## src/rtl/core/gfalu_pkg.sv

```systemverilog
package gfalu_pkg;

    // Operation select codes carried by the func field.
    typedef enum logic [1:0] {
        FUNC_ADD  = 2'd0,
        FUNC_MUL  = 2'd1,
        FUNC_INV  = 2'd2,
        FUNC_SBOX = 2'd3
    } func_t;

    // Sequencer states of the arithmetic core.
    typedef enum logic [2:0] {
        ST_IDLE,
        ST_SINGLE,
        ST_MULT,
        ST_SQR,
        ST_FINAL,
        ST_DONE
    } state_t;

    // Status and result that the core hands to the output stage.
    typedef struct packed {
        logic       busy;
        logic       done;
        logic [7:0] data;
    } resp_t;

    // Low byte of the reduction polynomial x^8+x^4+x^3+x+1.
    localparam logic [7:0] PolyLow = 8'h1B;
    // Exponent that maps a nonzero element to its inverse.
    localparam logic [7:0] InvExp = 8'hFE;
    // Additive constant of the AES affine map.
    localparam logic [7:0] AffineConst = 8'h63;

    function automatic logic [7:0] rotl8(input logic [7:0] v, input int n);
        logic [15:0] dbl;
        dbl = {v, v} << n;
        return dbl[15:8];
    endfunction

    function automatic logic [7:0] aes_affine(input logic [7:0] v);
        return v ^ rotl8(v, 1) ^ rotl8(v, 2) ^ rotl8(v, 3) ^ rotl8(v, 4) ^ AffineConst;
    endfunction

endpackage

```

## src/rtl/core/gfalu_mul.sv

```systemverilog
module gfalu_mul (
    input  logic [7:0] mul_a,
    input  logic [7:0] mul_b,
    output logic [7:0] product
);
    import gfalu_pkg::*;

    // Shift-and-add multiply with reduction after each doubling.
    always_comb
    begin
        logic [7:0] acc;
        logic [7:0] x;
        acc = 8'h00;
        x   = mul_a;
        for (int i = 0; i < 8; i++)
        begin
            if (mul_b[i])
            begin
                acc = acc ^ x;
            end
            x = x[7] ? ({x[6:0], 1'b0} ^ PolyLow) : {x[6:0], 1'b0};
        end
        product = acc;
    end

endmodule

```

## src/rtl/core/gfalu_core.sv

```systemverilog
module gfalu_core (
    input  logic                clk,
    input  logic                rst_n,
    input  logic                start,
    input  gfalu_pkg::func_t    func,
    input  logic [7:0]          operand_a,
    input  logic [7:0]          operand_b,
    input  logic                ack,
    output gfalu_pkg::resp_t    resp
);
    import gfalu_pkg::*;

    state_t     state_reg;
    state_t     state_next;
    logic [2:0] k_reg;
    logic [2:0] k_next;
    logic [2:0] k_inc;
    func_t      func_reg;
    logic [7:0] a_reg;
    logic [7:0] b_reg;
    logic [7:0] r_reg;
    logic [7:0] p_reg;
    logic [7:0] res_reg;
    logic [7:0] res_next;
    logic [7:0] inv_val;
    logic [7:0] mul_a;
    logic [7:0] mul_b;
    logic [7:0] product;

    gfalu_mul u_mul (
        .mul_a   (mul_a),
        .mul_b   (mul_b),
        .product (product)
    );

    assign k_inc = k_reg + 3'd1;

    // Next-state logic. The exponent is walked from its low bit: an optional
    // multiply into the running result, then a square of the running power.
    always_comb
    begin
        state_next = state_reg;
        k_next     = k_reg;
        case (state_reg)
            ST_IDLE:
            begin
                k_next = 3'd0;
                if (start)
                begin
                    if (func inside {FUNC_ADD, FUNC_MUL})
                    begin
                        state_next = ST_SINGLE;
                    end
                    else
                    begin
                        state_next = InvExp[0] ? ST_MULT : ST_SQR;
                    end
                end
            end
            ST_SINGLE:
            begin
                state_next = ST_FINAL;
            end
            ST_MULT:
            begin
                state_next = ST_SQR;
            end
            ST_SQR:
            begin
                if (k_reg == 3'd7)
                begin
                    state_next = ST_FINAL;
                end
                else
                begin
                    k_next     = k_inc;
                    state_next = InvExp[k_inc] ? ST_MULT : ST_SQR;
                end
            end
            ST_FINAL:
            begin
                state_next = ST_DONE;
            end
            ST_DONE:
            begin
                if (ack)
                begin
                    state_next = ST_IDLE;
                end
            end
            default:
            begin
                state_next = ST_IDLE;
            end
        endcase
    end

    // Output logic: operand selection for the shared multiplier and status.
    always_comb
    begin
        mul_a = p_reg;
        mul_b = p_reg;
        case (state_reg)
            ST_SINGLE:
            begin
                mul_a = a_reg;
                mul_b = b_reg;
            end
            ST_MULT:
            begin
                mul_a = r_reg;
                mul_b = p_reg;
            end
            default:
            begin
                mul_a = p_reg;
                mul_b = p_reg;
            end
        endcase
        resp.busy = (state_reg != ST_IDLE);
        resp.done = (state_reg == ST_DONE);
        resp.data = res_reg;
    end

    assign inv_val = (a_reg == 8'h00) ? 8'h00 : r_reg;

    always_comb
    begin
        res_next = res_reg;
        case (state_reg)
            ST_SINGLE:
            begin
                res_next = (func_reg == FUNC_ADD) ? (a_reg ^ b_reg) : product;
            end
            ST_FINAL:
            begin
                if (func_reg == FUNC_INV)
                begin
                    res_next = inv_val;
                end
                else if (func_reg == FUNC_SBOX)
                begin
                    res_next = aes_affine(inv_val);
                end
            end
            default:
            begin
                res_next = res_reg;
            end
        endcase
    end

    always_ff @(posedge clk or negedge rst_n)
    begin
        if (!rst_n)
        begin
            state_reg <= ST_IDLE;
            k_reg     <= 3'd0;
        end
        else
        begin
            state_reg <= state_next;
            k_reg     <= k_next;
        end
    end

    always_ff @(posedge clk)
    begin
        res_reg <= res_next;
        case (state_reg)
            ST_IDLE:
            begin
                if (start)
                begin
                    func_reg <= func;
                    a_reg    <= operand_a;
                    b_reg    <= operand_b;
                    r_reg    <= 8'h01;
                    p_reg    <= operand_a;
                end
            end
            ST_MULT:
            begin
                r_reg <= product;
            end
            ST_SQR:
            begin
                p_reg <= product;
            end
            default:
            begin
                r_reg <= r_reg;
            end
        endcase
    end

endmodule

```

## src/rtl/core/gf256_alu_with_aes_sbox.sv

```systemverilog
// Channel   Direction  Handshake             Word contents
// input     in         in_valid / in_stall   func, operand_a, operand_b
// output    out        out_valid / out_stall result_byte
//
// One word is worked at a time; in_stall stays high from acceptance until the
// result has moved into the output register. Inverse and S-box make fifteen
// passes through the one shared multiplier to walk the exponent 254.
// Reset clears the sequencer and the output valid flag.
// A stalled output word holds, and a finished result waits in the core.
module gf256_alu_with_aes_sbox (
    input  logic       clk,
    input  logic       rst_n,
    input  logic       in_valid,
    output logic       in_stall,
    input  logic [1:0] func,
    input  logic [7:0] operand_a,
    input  logic [7:0] operand_b,
    output logic       out_valid,
    input  logic       out_stall,
    output logic [7:0] result_byte
);
    import gfalu_pkg::*;

    resp_t      resp;
    logic       start;
    logic       load;
    logic       out_valid_reg;
    logic       out_valid_next;
    logic [7:0] result_reg;

    // The core reports busy from the cycle after acceptance until its result
    // has been handed over, so the input side is simply held off while busy.
    assign in_stall = resp.busy;
    assign start    = in_valid && !resp.busy;

    // The output register takes a finished result whenever it is empty or
    // its current word is leaving in this cycle.
    assign load = resp.done && (!out_valid_reg || !out_stall);

    gfalu_core u_core (
        .clk       (clk),
        .rst_n     (rst_n),
        .start     (start),
        .func      (func_t'(func)),
        .operand_a (operand_a),
        .operand_b (operand_b),
        .ack       (load),
        .resp      (resp)
    );

    always_comb
    begin
        if (load)
        begin
            out_valid_next = 1'b1;
        end
        else if (out_valid_reg && out_stall)
        begin
            out_valid_next = 1'b1;
        end
        else
        begin
            out_valid_next = 1'b0;
        end
    end

    always_ff @(posedge clk or negedge rst_n)
    begin
        if (!rst_n)
        begin
            out_valid_reg <= 1'b0;
        end
        else
        begin
            out_valid_reg <= out_valid_next;
        end
    end

    always_ff @(posedge clk)
    begin
        if (load)
        begin
            result_reg <= resp.data;
        end
    end

    assign out_valid   = out_valid_reg;
    assign result_byte = result_reg;

    // An accepted word keeps the input side stalled in the next cycle.
    a_accept_busy: assert property (@(posedge clk) disable iff (!rst_n)
        (in_valid && !in_stall) |=> in_stall)
        else $error("input not held off after acceptance");

    // A finished result never coexists with an idle core.
    a_done_busy: assert property (@(posedge clk) disable iff (!rst_n)
        resp.done |-> resp.busy)
        else $error("core done while idle");

    // The output word only becomes valid from a finished core result.
    a_out_source: assert property (@(posedge clk) disable iff (!rst_n)
        $rose(out_valid) |-> $past(resp.done))
        else $error("output valid without a finished result");

    // A handed-over result releases the core in the next cycle.
    a_release: assert property (@(posedge clk) disable iff (!rst_n)
        load |=> !resp.busy)
        else $error("core still busy after handing over its result");

endmodule
```

## config.mk

```make
export PLATFORM = sky130hd
export DESIGN_NAME = gf256_alu_with_aes_sbox
export DESIGN_NICKNAME = d
export VERILOG_FILES = /design/src/rtl/core/gfalu_pkg.sv /design/src/rtl/core/gfalu_mul.sv /design/src/rtl/core/gfalu_core.sv /design/src/rtl/core/gf256_alu_with_aes_sbox.sv
export SDC_FILE = /design/constraint.sdc
export NUM_CORES = 1
export LEC_CHECK = 0
export ABC_AREA = 0
export BUFFER_PORTS_ARGS = -buffer_cell sky130_fd_sc_hd__buf_2
export CORE_MARGIN = 3
export CORE_UTILIZATION = 55
export CTS_CLUSTER_DIAMETER = 30
export DETAILED_ROUTE_END_ITERATION = 10
export PLACE_DENSITY = 0.74
export SLEW_MARGIN = 20
export SYNTH_ARGS = -nofsm -noshare
export SYNTH_HDL_FRONTEND = slang
export SYNTH_SLANG_ARGS = --single-unit
```

## constraint.sdc

```tcl
create_clock -name clk -period 7.4 [get_ports clk]
set_input_delay 1.85 -clock clk [delete_from_list [all_inputs] [get_ports clk]]
set_output_delay 1.85 -clock clk [all_outputs]
set_load 0.005 [all_outputs]
```

==> impl_metrics.toml <==
[logic_synthesis]
synth_cell_types = 53
synthFlopType = "edfxtp_1"
syn_inst = 438
synth_warnings = 0
yosysMostFrequentCell = "nor2_1"
yosysSeqAreaShare = 0.3805
avgSynthCellArea_um2 = 10.06
synth_async_sr_flop_share = 0.1228
yosys-top-cells-count = "nor2_1, xnor2_1, edfxtp_1"
ys_ff_latch = 57
netlist_area_mm2 = 0.004407
synth_top_area_frac = 0.3407
synth_area_leaders = "edfxtp_1, xnor2_1, xnor3_1"
synth_edf_count = 50
synth_area_leader_cell = "edfxtp_1"
syn-num-nets = 463

[placement]
placed_area_mm2 = 0.004603
post-place-cells = 555
portBuffers = 31
dp_hpwl_um = 8282
place.gp.congestion = 0.9683

[cells_and_area]
drive_above_1_share = 0.1343
fill_cells = 691
layout.cells.non_filler = 571
nets = 489
area_delta_synth_final_pct = 8.660
stdcell_area_mm2 = 0.004788
num_antenna_cells = 0

[timing]
post-route-period-util = 0.5467
finalMaxSlewViolations = 0
rsz0062_at_grt = "no"
post-route-min-period_ns = 4.045
maxSlewHeadroom = 0.3694
hold_viol_final = 0
setup-violations-final = 0
worst_slew_pin_slew_ns = 0.9195
final.setup.tns_ns = 0
fmax_mhz = 247.2
skew_ns = 0.008642

[floorplanning]
ios = 32
start_util = 0.5673
die_h_um = 95.51
die-area_mm2 = 0.009122
dieWidth_um = 95.51
fp-row-count = 32
coreArea_mm2 = 0.007767

[run_status]
run_status = "complete, no violations"

[route]
ant_nets = 0
drcViolationCount = 0
wl_per_cell_um = 19.23
routed_wl_um = 10980
viasPerCell = 6.014
drtIter0Drc = 312
drt-pass1-iter-count = 5
vias = 3434

[clock_tree]
clk_pin_slew_ns = 0.07
ctsHoldBuffers = 0
cts_buffers = 9
cts_resized = 0
clock_latency_ns = 0.34
cts_tree = "done"
clock_sink_count = 57
post-cts-setup-buffer-count = 0
htree_levels = 3
root_buffer = "clkbuf_8"
clock_path_buffers = 2

[job]
drv_cap = 0

[critical_path]
crit_path_start_kind = "register"
crit_type = "register to register"
arrival_ns = 4.10
cp-end-kind = "register"
cp_max_fo = 31
cp_data_required_time_ns = 7.45

[global_routing]
grt.total_usage = 0.2537
grt_max_degree = 33
grt_pass1_wl_um = 17140
grt_remaining_overflow = 0
antenna_found_initial = 0
grt_pass1_vias = 3374

[min_path]
min_path_type = "register to register"
==> path summary, 6_finish.rpt <==
path	start	end	slack, ns	cells after the start
hold reg to reg	u_core.res_reg[1]	result_byte[1]	0.42	0
max in group asynchronous	rst_n	u_core.state_reg[2]	5.91	1
setup / recovery	u_core.state_reg[1]	u_core.p_reg[5]	3.35	9
min in group asynchronous	rst_n	u_core.state_reg[1]	1.33	1
setup reg to reg	u_core.state_reg[1]	u_core.p_reg[5]	3.35	9
hold / removal	u_core.res_reg[1]	result_byte[1]	0.42	0
==> cell usage in the layout, fill, tap and decap left out, drive strengths merged, types with 13 or more instances in the layout <==
| cell | count |
|---|---|
| nor2 | 65 |
| xnor2 | 55 |
| edfxtp | 50 |
| nand2 | 34 |
| buf | 34 |
| a21oi | 31 |
| o21ai | 29 |
| nand3b | 20 |
| xor2 | 17 |
| xnor3 | 15 |
| clkbuf | 13 |
==> metrics by stage <==
stage               utilization  hold WS [ns]  worst slack [ns]
global route             0.6165        0.4204             3.100
CTS                      0.6165        0.4168             3.377
floorplan                     -        0.4003             4.154
detailed placement       0.5926        0.4045             3.404
finish                   0.6165        0.4183             3.355
global placement         0.5926        0.4020             3.496
==> routing by layer <==
layer	global-route usage	vias to the layer above	share of wire
li1	-	1624	-
met1	0.3259	1625	0.42
met2	0.4093	151	0.48
met3	0.05446	34	0.067
met4	0.1197	0	0.036
met5	0	-	0
==> critical path: stages (launching register included) <==
cell     delay [ns]
dfrtp_1        0.90
xnor2_2        0.35
o21ai_2        0.37
nand2_2        0.28
xnor3_1        0.45
nor2_1         0.14
xnor2_1        0.15
xnor3_1        0.44
xor2_1         0.49
o21ai_0        0.18
==> kinds of logic after synthesis <==
family / synth area share
AND/OR/NAND/NOR: 0.1522
AO/OA/AOI/OAI: 0.1704
XOR/XNOR: 0.2382
flip-flops: 0.3805
buffers and inverters: 0.02811
multiplexers: 0.02215
adder cells (fa/ha/maj): 0.008519
==> layout make-up <==
| type | count | area (um^2) | area share |
|---|---|---|---|
| Sequential cell | 57 | 1677 | 0.3501 |
| Clock buffer | 13 | 170.2 | 0.03554 |
| Tap cell | 102 | 127.6 | 0.02665 |
| Multi-Input combinational cell | 358 | 2606 | 0.5443 |
| Clock inverter | 3 | 15.01 | 0.003136 |
| Timing Repair Buffer | 34 | 177.7 | 0.03710 |
| Inverter | 4 | 15.01 | 0.003136 |
Power is left out: the tool's default activity adds up to more than one toggle a clock period on the data nets, which glitch-free logic cannot reach.
